--- src/rtl/core/uer_pkg.sv ---
// shared types and constants for the ultrasonic echo ranger
// no dependencies
`default_nettype none

package uer_pkg;

  typedef enum logic [4:0] {
    PH_TRIG   = 5'b00001,
    PH_RISE   = 5'b00010,
    PH_MEAS   = 5'b00100,
    PH_REPORT = 5'b01000,
    PH_GAP    = 5'b10000
  } phase_e;

  typedef enum logic [1:0] {
    REG_TRIGGER_WIDTH = 2'd0,
    REG_RISE_TIMEOUT  = 2'd1,
    REG_ECHO_TIMEOUT  = 2'd2,
    REG_REPEAT_GAP    = 2'd3
  } cfg_reg_e;

  localparam int unsigned TrigW   = 8;
  localparam int unsigned TmoW    = 16;
  localparam int unsigned GapW    = 18;
  localparam int unsigned TicksW  = 18;
  localparam int unsigned DistW   = 11;
  localparam int unsigned CfgDataW = 18;

  localparam logic [TrigW-1:0] TrigWidthRst = 8'd10;
  localparam logic [TmoW-1:0]  RiseTmoRst   = 16'd10000;
  localparam logic [TmoW-1:0]  EchoTmoRst   = 16'd50000;
  localparam logic [GapW-1:0]  RepeatGapRst = 18'd200000;

  // width * 17 fits 21 bits; divide by 1000 as multiply by ceil(2^31/1000)
  localparam int unsigned ProdW    = 21;
  localparam int unsigned RecipW   = 22;
  localparam int unsigned RecipSh  = 31;
  localparam logic [RecipW-1:0] Recip1000 = 22'd2147484;

endpackage

`default_nettype wire

--- src/rtl/core/uer_dist.sv ---
// distance conversion: floor(width * 17 / 1000) in cm
// depends on uer_pkg
`default_nettype none

module uer_dist
  import uer_pkg::*;
(
  input  wire logic [TmoW-1:0]  width_i,
  output logic      [DistW-1:0] dist_o
);

  logic [ProdW-1:0]                 scaled;
  logic [ProdW+RecipW-1:0]          prod;

  // times 17 as shift and add
  assign scaled = {1'b0, width_i, 4'b0000} + {5'b00000, width_i};
  assign prod   = (ProdW+RecipW)'(scaled) * (ProdW+RecipW)'(Recip1000);
  assign dist_o = prod[RecipSh+DistW-1:RecipSh];

endmodule

`default_nettype wire

--- src/rtl/core/ultrasonic_echo_ranger_core.sv ---
// ultrasonic echo ranger: trigger, echo timing and distance report per tick
// depends on uer_pkg and uer_dist
//
// Usage:
//   Input channel (in_valid_i / in_stall_o) carries one microsecond tick with
//   the sampled echo pin level. Every accepted tick gives exactly one result
//   on the output channel (out_valid_o / out_stall_i): trigger pin drive, LED
//   drive, a report flag and the distance in cm (zero when not reported).
//   The result appears in the cycle after the input transfer; one tick can be
//   taken every cycle while the output is not stalled, bounded by the single
//   state update and the distance multiply between the state and the result register.
//   While the receiver stalls a finished result, the result register holds
//   and in_stall_o is raised, so no tick is taken until the result moves.
//   Configuration (cfg_valid_i, cfg_index_i, cfg_data_i) is always ready;
//   write it only while no tick is in flight.
//   Reset loads the default registers, puts the controller in the gap phase
//   with zero ticks left so the first tick starts a trigger, clears the LED
//   and clears out_valid_o; the report flag and distance are not reset.
`default_nettype none

module ultrasonic_echo_ranger_core
  import uer_pkg::*;
#(
  parameter int unsigned WIDTH_BITS = 16
) (
  input  wire logic                clk_i,
  input  wire logic                rst_ni,
  // tick input
  input  wire logic                in_valid_i,
  output logic                     in_stall_o,
  input  wire logic                echo_level_i,
  // result output
  output logic                     out_valid_o,
  input  wire logic                out_stall_i,
  output logic                     trigger_level_o,
  output logic                     led_on_o,
  output logic                     result_valid_o,
  output logic [DistW-1:0]         distance_cm_o,
  // configuration writes
  input  wire logic                cfg_valid_i,
  output logic                     cfg_ready_o,
  input  wire logic [1:0]          cfg_index_i,
  input  wire logic [CfgDataW-1:0] cfg_data_i
);

  localparam int unsigned CapW = (WIDTH_BITS > TmoW) ? WIDTH_BITS : TmoW;
  localparam logic [CapW-1:0] WidthMax = CapW'((64'd1 << WIDTH_BITS) - 64'd1);

  logic [TrigW-1:0] trig_width_q;
  logic [TmoW-1:0]  rise_tmo_q;
  logic [TmoW-1:0]  echo_tmo_q;
  logic [GapW-1:0]  repeat_gap_q;

  phase_e                phase_q, phase_d;
  logic [TicksW-1:0]     ticks_q, ticks_d;
  logic [WIDTH_BITS-1:0] width_q, width_d;
  logic                  led_q, led_d;

  logic             out_valid_q, out_valid_d;
  logic             res_valid_q, res_valid_d;
  logic [DistW-1:0] dist_q, dist_d;

  logic             accept;
  logic [CapW-1:0]  cap;
  logic [CapW-1:0]  width_ext;
  logic [TmoW-1:0]  width_clamp;
  logic [DistW-1:0] dist_calc;

  assign cfg_ready_o = 1'b1;
  assign in_stall_o  = out_valid_q & out_stall_i;
  assign accept      = in_valid_i & ~in_stall_o;

  always_ff @(posedge clk_i or negedge rst_ni) begin
    if (!rst_ni) begin
      trig_width_q <= TrigWidthRst;
      rise_tmo_q   <= RiseTmoRst;
      echo_tmo_q   <= EchoTmoRst;
      repeat_gap_q <= RepeatGapRst;
    end else if (cfg_valid_i && cfg_ready_o) begin
      unique case (cfg_reg_e'(cfg_index_i))
        REG_TRIGGER_WIDTH: trig_width_q <= cfg_data_i[TrigW-1:0];
        REG_RISE_TIMEOUT:  rise_tmo_q   <= cfg_data_i[TmoW-1:0];
        REG_ECHO_TIMEOUT:  echo_tmo_q   <= cfg_data_i[TmoW-1:0];
        REG_REPEAT_GAP:    repeat_gap_q <= cfg_data_i[GapW-1:0];
        default: ;
      endcase
    end
  end

  // width limit: echo timeout, bounded by the width counter size
  assign cap         = (CapW'(echo_tmo_q) < WidthMax) ? CapW'(echo_tmo_q) : WidthMax;
  assign width_ext   = CapW'(width_q);
  assign width_clamp = (width_ext > cap) ? cap[TmoW-1:0] : width_ext[TmoW-1:0];

  uer_dist u_dist (
    .width_i (width_clamp),
    .dist_o  (dist_calc)
  );

  always_comb begin
    phase_d     = phase_q;
    ticks_d     = ticks_q;
    width_d     = width_q;
    led_d       = led_q;
    res_valid_d = 1'b0;
    dist_d      = '0;
    unique case (phase_q)
      PH_TRIG: begin
        if (ticks_q >= TicksW'(trig_width_q)) begin
          phase_d = PH_RISE;
          ticks_d = '0;
          led_d   = 1'b1;
        end else begin
          ticks_d = ticks_q + 1'b1;
        end
      end
      PH_RISE: begin
        if (echo_level_i) begin
          phase_d = PH_MEAS;
          width_d = WIDTH_BITS'(1);
          ticks_d = '0;
        end else if (ticks_q >= TicksW'(rise_tmo_q)) begin
          phase_d = PH_REPORT;
          width_d = '0;
          ticks_d = '0;
        end else begin
          ticks_d = ticks_q + 1'b1;
        end
      end
      PH_MEAS: begin
        if (echo_level_i && (width_ext < cap)) begin
          width_d = width_q + 1'b1;
        end else begin
          phase_d = PH_REPORT;
        end
      end
      PH_REPORT: begin
        if (dist_calc != '0) begin
          res_valid_d = 1'b1;
          dist_d      = dist_calc;
          led_d       = 1'b0;
        end
        phase_d = PH_GAP;
        ticks_d = TicksW'(repeat_gap_q);
      end
      PH_GAP: begin
        if (ticks_q == '0) begin
          phase_d = PH_TRIG;
          ticks_d = TicksW'(1);
        end else begin
          ticks_d = ticks_q - 1'b1;
        end
      end
      default: begin
        phase_d = PH_GAP;
        ticks_d = '0;
      end
    endcase
  end

  always_comb begin
    out_valid_d = out_valid_q;
    if (accept) begin
      out_valid_d = 1'b1;
    end else if (!out_stall_i) begin
      out_valid_d = 1'b0;
    end
  end

  always_ff @(posedge clk_i or negedge rst_ni) begin
    if (!rst_ni) begin
      phase_q     <= PH_GAP;
      ticks_q     <= '0;
      width_q     <= '0;
      led_q       <= 1'b0;
      out_valid_q <= 1'b0;
    end else begin
      out_valid_q <= out_valid_d;
      if (accept) begin
        phase_q <= phase_d;
        ticks_q <= ticks_d;
        width_q <= width_d;
        led_q   <= led_d;
      end
    end
  end

  always_ff @(posedge clk_i) begin
    if (accept) begin
      res_valid_q <= res_valid_d;
      dist_q      <= dist_d;
    end
  end

  // trigger and led follow the state, which only moves on a transfer
  assign out_valid_o     = out_valid_q;
  assign trigger_level_o = (phase_q == PH_TRIG);
  assign led_on_o        = led_q;
  assign result_valid_o  = res_valid_q;
  assign distance_cm_o   = dist_q;

endmodule

`default_nettype wire

--- config.mk ---
export PLATFORM = sky130hd
export DESIGN_NAME = ultrasonic_echo_ranger_core
export DESIGN_NICKNAME = d
export VERILOG_FILES = /design/src/rtl/core/uer_pkg.sv /design/src/rtl/core/uer_dist.sv /design/src/rtl/core/ultrasonic_echo_ranger_core.sv
export SDC_FILE = /design/constraint.sdc
export NUM_CORES = 1
export LEC_CHECK = 0
export BUFFER_PORTS_ARGS = -buffer_cell sky130_fd_sc_hd__buf_2
export CAP_MARGIN = 20
export CORE_ASPECT_RATIO = 0.7
export CORE_MARGIN = 2
export CORE_UTILIZATION = 53
export DETAILED_ROUTE_END_ITERATION = 8
export GPL_TIMING_DRIVEN = 0
export PLACE_DENSITY_LB_ADDON = 0.25
export SLEW_MARGIN = 25
export SYNTH_ARGS = -nofsm -noshare
export SYNTH_HDL_FRONTEND = slang
export SYNTH_HIERARCHICAL = 1
export SYNTH_SLANG_ARGS = --single-unit
export TNS_END_PERCENT = 20
--- constraint.sdc ---
create_clock -name clk_i -period 9.13 [get_ports clk_i]
set_input_delay 0.913 -clock clk_i [delete_from_list [all_inputs] [get_ports clk_i]]
set_output_delay 0.913 -clock clk_i [all_outputs]
set_load 0.01 [all_outputs]
==> flow_metrics.py, run 1 <==
metrics = {
    "drt": {
        "wl_per_cell_um": 20.4,
        "wl_met3_um": 2940,
        "vias": 10500,
        "routed.top_layer": "met4",
        "routed_wl_um": 35900,
        "dr_wl_met2_um": 15100,
        "final_antenna_net_count": 0,
        "first_pass_iters": 6,
        "drt-initial-drc-count": 957,
        "routed_via_density": 5.97,
        "post-route-drc-count": 0,
        "met1_length_um": 17200,
    },
    "clock_network": {
        "cts_max_level": 3,
        "cts_made_buffers": 9,
        "cts_tree": "yes",
        "cts_hold_buf": 0,
        "clk_pin_slew_worst_paths_ns": 0.08,
        "clk_latency_ns": 0.35,
        "cts_root_buf": "clkbuf_16",
        "clkSinkCount": 111,
        "cts.path.max_buffers": 2,
    },
    "cells_and_area": {
        "fillers": 1801,
        "nets": 1778,
        "final_layout_size_suffix_gt1_frac": 0.258,
        "area_delta_synth_final_pct": 20.7,
        "multi_input_area_um2": 10100,
        "design_area_um2": 15400,
        "seqCellArea_um2": 2860,
    },
    "yosys": {
        "synthCells": 1318,
        "ys_async_sr_fraction": 0.892,
        "ys_ff_latch": 111,
        "synth.yosys.seq_area_share": 0.224,
        "yosysUniqueCellTypes": 85,
        "synth-main-ff-cell": "dfrtp_1",
        "syn_area_um2": 12800,
        "syn_nets": 1665,
        "ys_warn_count": 6,
        "synth_edf_count": 12,
        "syn_avg_cell_area_um2": 9.71,
    },
    "critical_path": {
        "cp_slowest_cell": "fa_1",
        "worst-path-buf-inv": 7,
        "setup.worst_path.end_class": "flip-flop",
        "cpPeakStageDelay_ns": 0.58,
        "crit_arrival_ns": 9.97,
        "crit_path_start_kind": "flip-flop",
        "ff2ff_setup_slack_ns": -0.56,
        "path_class": "flip-flop to flip-flop",
        "path_common_cell": "ha_4",
        "cp_max_fo": 8,
        "worstPathRequired_ns": 9.41,
        "cp_top_family": "adder cells",
    },
    "timing": {
        "clock_skew_ns": 0.00885,
        "finalHoldViolations": 0,
        "fmax_mhz": 103,
        "setup-violations-final": 4,
        "period_share": 1.06,
        "slew_headroom": 0.204,
        "period_needed_ns": 9.69,
        "tightest_slew_ns": 1.19,
        "maxSlewViolCount": 0,
        "layout_setup_ws_ns": -0.562,
        "rsz0062_at_grt": "true",
    },
    "place": {
        "hpwl_um": 26300,
        "place_congestion": 0.966,
        "port_buffers": 41,
        "pre_cts_ws_ns": -1.53,
        "place_area_um2": 13500,
    },
    "run": {
        "maxCapViolations": 0,
    },
    "floorplanning": {
        "dieArea_um2": 25400,
        "core_um2": 23700,
        "ios": 43,
        "die_h_um": 134,
        "start_util": 0.540,
        "fp.dieW_um": 190,
        "rows": 47,
    },
    "run_status": {
        "status": "finished, violations left",
        "failed_checks": "setup timing",
    },
    "global_route": {
        "grt_pass1_vias": 10100,
        "antenna_found_initial": 0,
        "grt-ovfl-total": 0,
        "grt_pass1_wl_um": 55900,
        "grt_max_degree": 66,
        "grt.total_usage": 0.283,
    },
    "power_and_ir_drop": {
        "p_leak_uw": 0.00758,
        "ir_drop_mv": 0.126,
        "pwr_density_cell_nw_per_um2": 181,
    },
    "min_path": {
        "hold_class": "input port to asynchronous set/reset pin",
    },
}
==> synthesized netlist by cell type, drive strengths merged (6+ instances only) <==
master,count,area share
inv,235,0.069
a31oi,11,0.0054
a21o,12,0.0070
edfxtp,12,0.028
o21ai,66,0.026
buf,8,0.0041
nand3,28,0.011
fa,92,0.14
and2,15,0.0075
xnor2,18,0.012
nand2b,12,0.0059
mux2,68,0.060
nand4,20,0.0098
dfrtp,79,0.15
nor2b,9,0.0044
nor3,21,0.0091
nor4,10,0.0061
nand2,60,0.018
a22o,14,0.0096
clkbuf,28,0.0082
xor2,18,0.012
o21a,6,0.0035
and3,18,0.0092
a22oi,14,0.0082
a211oi,9,0.0061
a21oi,46,0.019
nor2,47,0.014
or3,7,0.0034
dfstp,20,0.041
o31ai,24,0.015
ha,229,0.22
==> stage by stage <==
step / hold WS [ns] / setup TNS, ns / power [µW] / cells / utilization
floorplan: 0.469 / 0 / 1810 / 1318 / -
global placement: 0.489 / -14.38 / 2170 / 1677 / 0.567
detailed placement: 0.493 / -10.53 / 2210 / 1678 / 0.568
CTS: 0.456 / -0.960 / 2720 / 1743 / 0.631
global route: 0.453 / -3.33 / 3020 / 1754 / 0.652
finish: 0.445 / -1.24 / 2800 / 1755 / 0.652
==> what timing repair did <==
action                                  CTS  global route
endpoints found under the setup margin   13            13
resized for setup                       113            62
setup buffers                            49            11
hold endpoints to repair                  0             0
pin swaps                                70            46
==> placed cells by master (no fill, tap or decap), types with 42 or more instances in the layout <==
| master | instances |
|---|---|
| buf_2 | 42 |
| ha_1 | 179 |
| dfrtp_1 | 79 |
| buf_4 | 56 |
| inv_1 | 226 |
| ha_4 | 46 |
| nand2_1 | 55 |
| o21ai_0 | 56 |
| mux2_2 | 64 |
| fa_1 | 86 |
==> kinds of logic (layout without fill, tap and decap cells) <==
kind of cell | after synthesis | count (layout) | share of synthesized area
AOI/OAI and AO/OA | 239 | 239 | 0.128
xor gates and xnor gates | 36 | 36 | 0.0246
adders and majority gates | 321 | 321 | 0.368
buffers and inverters | 271 | 389 | 0.0815
DFF | 111 | 111 | 0.224
muxes | 70 | 70 | 0.0614
other | 1 | 2 | 0.000293
and+or+nand+nor | 269 | 269 | 0.112
==> report_power, final <==
part | switching, µW | leakage [µW] | internal [µW]
logic | 987 | 0.00610 | 683
registers | 108 | 0.00133 | 608
clock network | 192 | 0.000150 | 219
==> routing by layer <==
layer  GRT usage  vias to the layer above
li1            -                     4792
met3      0.0489                       56
met4      0.0362                        0
met2       0.401                      407
met5           0                        -
met1       0.459                     5223
==> sequential cells by signal, summed over array words and instances (netlist names) <==
signal and cells:
rise_tmo_q 16, distance_cm_o 11, phase_q 5, out_valid_o 1, ticks_q 18, trig_width_q 8, width_ext 16, result_valid_o 1
led_on_o 1, echo_tmo_q 16, repeat_gap_q 18
==> cell type report <==
type | instances | share of cell area
clock inverter | 6 | 0.00494
sequential | 111 | 0.185
clock buffer | 10 | 0.0148
tap | 318 | 0.0258
buffer | 36 | 0.0109
antenna | 1 | 0.000162
timing repair buffer | 102 | 0.0461
inverter | 235 | 0.0573
multi-input combinational | 936 | 0.655
==> path summary, 6_finish.rpt <==
path / startpoint / to / depth (start not counted)
max in group asynchronous: rst_ni / echo_tmo_q[4]$_DFFE_PN1P_ / 2
min in group clk_i: rise_tmo_q[11]$_DFFE_PN0P_ / rise_tmo_q[11]$_DFFE_PN0P_ / 1
worst min register to register: rise_tmo_q[11]$_DFFE_PN0P_ / rise_tmo_q[11]$_DFFE_PN0P_ / 1
worst max register to register: echo_tmo_q[15]$_DFFE_PN1P_ / led_on_o$_DFFE_PN0P_ / 42
worst min-delay path: rst_ni / ticks_q[7]$_DFFE_PN0P_ / 1
worst max-delay path: echo_tmo_q[15]$_DFFE_PN1P_ / led_on_o$_DFFE_PN0P_ / 42
(Power assumes the default switching activity.)
==> inputs of run 2 (changes only) <==
Settings changed: TNS_END_PERCENT 20 to 10.
==> run 2 against run 1 <==
The flow still finishes with violations (setup timing). Largest power group unchanged. Non-clock buffer count is 6 lower. Largest cell class unchanged. Sequential cell count is the same. Maximum frequency is essentially flat. Global-route usage did not move.
==> flow_metrics.py, run 2 (same netlist as run 1, synthesis figures left out) <==
metrics = {
    "run_status": {
        "status": "finished, violations left",
        "failed_checks": "setup timing",
    },
    "critical_path": {
        "r2r-start": "echo_tmo_q[15]$_DFFE_PN1P_",
        "crit_path_start_kind": "flip-flop",
        "setup.worst_path.start": "echo_tmo_q[15]$_DFFE_PN1P_",
        "cp_slowest_cell": "dfstp_2",
        "worst-path-buf-inv": 8,
        "setup.worst_path.end_class": "flip-flop",
        "worstPathRequired_ns": 9.41,
        "path_class": "flip-flop to flip-flop",
        "cp_max_fo": 8,
        "crit_arrival_ns": 9.98,
        "cpPeakStageDelay_ns": 0.56,
        "cp_top_family": "adder cells",
    },
    "drt": {
        "first_pass_iters": 5,
        "wl_per_cell_um": 19.9,
        "routed_wl_um": 34700,
        "routed_via_density": 5.91,
        "vias": 10300,
        "drt-initial-drc-count": 975,
        "final_antenna_net_count": 0,
        "post-route-drc-count": 0,
    },
    "timing": {
        "fmax_mhz": 103,
        "slew_headroom": 0.310,
        "setup-violations-final": 3,
        "clock_skew_ns": 0.00979,
        "maxSlewViolCount": 0,
        "layout_setup_ws_ns": -0.563,
        "period_needed_ns": 9.69,
        "tns_ns": -1.14,
        "finalHoldViolations": 0,
        "tightest_slew_ns": 1.03,
        "rsz0062_at_grt": "true",
        "period_share": 1.06,
    },
    "cells_and_area": {
        "n_antenna_cell": 0,
        "nets": 1772,
        "seqCellArea_um2": 2860,
        "multi_input_area_um2": 9880,
        "design_area_um2": 15200,
        "final_common_cell": "inv_1",
        "mostFrequentLayoutCells": "inv_1 (230), ha_1 (191), fa_1 (89), dfrtp_1 (79), mux2_2 (65)",
        "stdcell_count": 1748,
        "area_delta_synth_final_pct": 18.5,
        "fillers": 1867,
        "final_util": 0.640,
        "top_regs": "repeat_gap_q x18, ticks_q x18",
        "final_layout_size_suffix_gt1_frac": 0.236,
    },
    "min_path": {
        "hold_class": "input port to asynchronous set/reset pin",
    },
    "clock_network": {
        "clk_pin_slew_worst_paths_ns": 0.08,
        "cts.path.max_buffers": 2,
        "clk_latency_ns": 0.36,
        "cts_tree": "yes",
        "cts_max_level": 3,
        "cts_root_buf": "clkbuf_16",
        "cts_made_buffers": 9,
        "clkSinkCount": 111,
    },
    "global_route": {
        "grt_pass1_wl_um": 55900,
        "antenna_found_initial": 0,
        "grt-ovfl-total": 0,
        "grt_max_degree": 66,
        "grt_pass1_vias": 10100,
        "grt.total_usage": 0.283,
    },
    "run": {
        "maxCapViolations": 0,
    },
    "place": {
        "port_buffers": 41,
        "pre_cts_ws_ns": -1.53,
        "hpwl_um": 26300,
        "place_congestion": 0.966,
        "dp_cells": 1678,
        "place_area_um2": 13500,
    },
    "floorplanning": {
        "dieArea_um2": 25400,
        "fp.dieW_um": 190,
        "start_util": 0.540,
        "core_um2": 23700,
        "rows": 47,
        "die_h_um": 134,
        "ios": 43,
    },
    "power_and_ir_drop": {
        "ir_drop_mv": 0.125,
        "pwr_density_cell_nw_per_um2": 182,
        "p_leak_uw": 0.00753,
    },
}
[run 2: layout make-up]
class	count	share of cell area
multi-input combinational	936	0.652
sequential	111	0.189
inverter	235	0.0584
timing repair buffer	96	0.0433
tap	318	0.0263
clock buffer	10	0.0151
buffer	36	0.0111
clock inverter	6	0.00504
[run 2: what timing repair did]
item / 4_1_cts / 5_1_grt
gates resized for setup: 113 / 24
hold buffers: 0 / 0
pin swaps: 70 / 22
setup endpoints to repair: 13 / 13
buffers inserted: 49 / 5
[run 2: per-stage QoR]
step                hold slack (ns)  total power [µW]
detailed placement            0.493              2210
CTS                           0.456              2720
global placement              0.489              2170
floorplan                     0.469              1810
finish                        0.443              2770
global route                  0.453              2980
[run 2: power by group]
| group | switching, µW | internal, µW | leakage, µW |
|---|---|---|---|
| Combinational | 969 | 667 | 0.00605 |
| Sequential | 109 | 608 | 0.00133 |
| Clock | 194 | 219 | 0.000150 |
[run 2: layer usage]
layer  global-route usage  share of wire  vias to the layer above  wire length, µm
li1                     -              -                     4777                -
met1                0.459           0.49                     5161            17200
met2                0.401           0.42                      353            14400
met3               0.0489          0.079                       44             2750
met4               0.0362          0.011                        0              368
met5                    0              0                        -                0
[run 2: final timing paths]
path	to	slack (ns)	cells past startpoint
min in group clk_i	rise_tmo_q[11]$_DFFE_PN0P_	0.51	1
max	led_on_o$_DFFE_PN0P_	-0.56	42
min	ticks_q[7]$_DFFE_PN0P_	0.44	1
max reg2reg	led_on_o$_DFFE_PN0P_	-0.56	42
min reg2reg	rise_tmo_q[11]$_DFFE_PN0P_	0.51	1
max in group asynchronous	echo_tmo_q[4]$_DFFE_PN1P_	8.00	2
==> inputs of run 3 (changes only) <==
Clock period 9.13 ns to 9.63 ns, I/O delays scaled along.
==> run 3 against run 2 <==
Wire length grew 3.6%. Non-clock buffer count grew 15. Maximum frequency shrank 1.1%. Sequential share of layout area shrank 0.26 points. Worst hold slack gained 0.073 ns. Highest routed layer unchanged. Die area is the same. Core utilization grew 0.88 points. Critical path depth grew 1. Sequential power shrank 5.0%. Combinational power shrank 4%. The flow still finishes with violations (setup timing). Via count grew 0.19%.
==> flow_metrics.py, run 3 (same netlist as run 1, synthesis figures left out) <==
metrics = {
    "critical_path": {
        "crit_arrival_ns": 10.09,
        "crit_path_start_kind": "flip-flop",
        "path_common_cell": "ha_4",
        "worstPathRequired_ns": 9.92,
        "setup.worst_path.end_class": "flip-flop",
        "cpPeakStageDelay_ns": 0.56,
        "path_class": "flip-flop to flip-flop",
        "cp_slowest_cell": "dfstp_2",
        "cp_max_fo": 5,
    },
    "clock_network": {
        "cts_max_level": 3,
        "clkSinkCount": 111,
        "cts_hold_buf": 0,
        "clk_pin_slew_worst_paths_ns": 0.07,
        "cts.path.max_buffers": 2,
        "cts_made_buffers": 9,
        "cts_root_buf": "clkbuf_16",
        "cts_tree": "yes",
        "clk_latency_ns": 0.36,
    },
    "min_path": {
        "hold_class": "flip-flop to flip-flop",
    },
    "global_route": {
        "antenna_found_initial": 0,
        "grt.total_usage": 0.290,
        "grt-ovfl-total": 0,
        "grt_max_degree": 57,
        "grt_pass1_wl_um": 56600,
        "grt_pass1_vias": 10100,
    },
    "cells_and_area": {
        "area_delta_synth_final_pct": 20.1,
        "mostFrequentLayoutCells": "inv_1 (229), ha_1 (183), fa_1 (87), dfrtp_1 (79)",
        "nets": 1787,
        "design_area_um2": 15400,
        "top_regs": "repeat_gap_q x18, ticks_q x18",
        "n_antenna_cell": 0,
        "final_common_cell": "inv_1",
        "final_util": 0.648,
        "final_layout_size_suffix_gt1_frac": 0.253,
    },
    "run_status": {
        "failed_checks": "setup timing",
        "status": "finished, violations left",
    },
    "power_and_ir_drop": {
        "p_leak_uw": 0.00753,
        "pwr_density_cell_nw_per_um2": 170,
        "power_uw": 2620,
        "ir_drop_mv": 0.146,
    },
    "drt": {
        "wl_per_cell_um": 20.4,
        "final_antenna_net_count": 0,
        "routed_wl_um": 35900,
        "post-route-drc-count": 0,
        "drt-initial-drc-count": 833,
        "vias": 10400,
        "first_pass_iters": 5,
        "routed_via_density": 5.87,
    },
    "floorplanning": {
        "rows": 47,
        "core_um2": 23700,
        "dieArea_um2": 25400,
        "ios": 43,
        "start_util": 0.540,
        "fp.dieW_um": 190,
        "die_h_um": 134,
    },
    "timing": {
        "tightest_slew_ns": 0.938,
        "finalHoldViolations": 0,
        "slew_headroom": 0.370,
        "layout_setup_ws_ns": -0.171,
        "period_share": 1.02,
        "rsz0062_at_grt": "true",
        "clock_skew_ns": 0.0100,
        "maxSlewViolCount": 0,
        "tns_ns": -0.321,
        "period_needed_ns": 9.80,
        "setup-violations-final": 2,
        "fmax_mhz": 102,
    },
    "place": {
        "place_area_um2": 13400,
        "hpwl_um": 26400,
        "place_congestion": 0.944,
        "port_buffers": 41,
    },
    "run": {
        "maxCapViolations": 0,
    },
}
## run 3: final timing paths
| check | startpoint | end | slack, ns | depth (start not counted) |
|---|---|---|---|---|
| max | echo_tmo_q[9]$_DFFE_PN1P_ | led_on_o$_DFFE_PN0P_ | -0.17 | 43 |
| min | rise_tmo_q[14]$_DFFE_PN0P_ | rise_tmo_q[14]$_DFFE_PN0P_ | 0.52 | 1 |
| max reg2reg | echo_tmo_q[9]$_DFFE_PN1P_ | led_on_o$_DFFE_PN0P_ | -0.17 | 43 |
| min reg2reg | rise_tmo_q[14]$_DFFE_PN0P_ | rise_tmo_q[14]$_DFFE_PN0P_ | 0.52 | 1 |
| max in group asynchronous | rst_ni | repeat_gap_q[10]$_DFFE_PN1P_ | 8.41 | 2 |
| min in group asynchronous | rst_ni | width_ext[1]$_DFFE_PN0P_ | 0.54 | 1 |
## run 3: metrics by stage
stage	setup WS, ns	hold slack [ns]	instances
2_1_floorplan	0.116	0.469	1318
3_3_place_gp	-1.93	0.489	1677
3_5_place_dp	-1.86	0.495	1679
4_1_cts	0.00696	0.517	1741
5_1_grt	-0.574	0.538	1763
6_report	-0.171	0.516	1763
## run 3: critical path: cells and delay by family, from the launching register on
family / cells / cell delay, ns
xor gates and xnor gates: 1 / 0.18
adders and majority gates: 11 / 3.66
DFF: 1 / 0.56
and+or+nand+nor: 11 / 2.33
AOI/OAI and AO/OA: 12 / 2.16
buffers and inverters: 8 / 0.82
## run 3: per-layer routing
| layer | global-route usage | part of all wire |
|---|---|---|
| met3 | 0.0842 | 0.10 |
| met4 | 0.0396 | 0.014 |
| met1 | 0.448 | 0.47 |
| met2 | 0.410 | 0.41 |
| met5 | 0 | 0 |
## run 3: power by group
| group | internal (µW) | switching (µW) |
|---|---|---|
| registers | 576 | 104 |
| clock network | 180 | 187 |
| logic | 642 | 927 |
## run 3: layout make-up
type                    instances  area, µm²
fillers                      1779       8330
repair buffers                111        813
flip-flops and latches        111       2860
inverters                     235        887
well taps                     318        398
plain buffers                  36        168
clock inverters                 6       53.8
multi-input cells             936       9950
clock buffers                  10        229
## run 3: repair_timing
action                     4_1_cts  5_1_grt
resized for setup              124       33
pin swaps                       78       41
setup endpoints to repair       13        5
setup buffers                   47       22
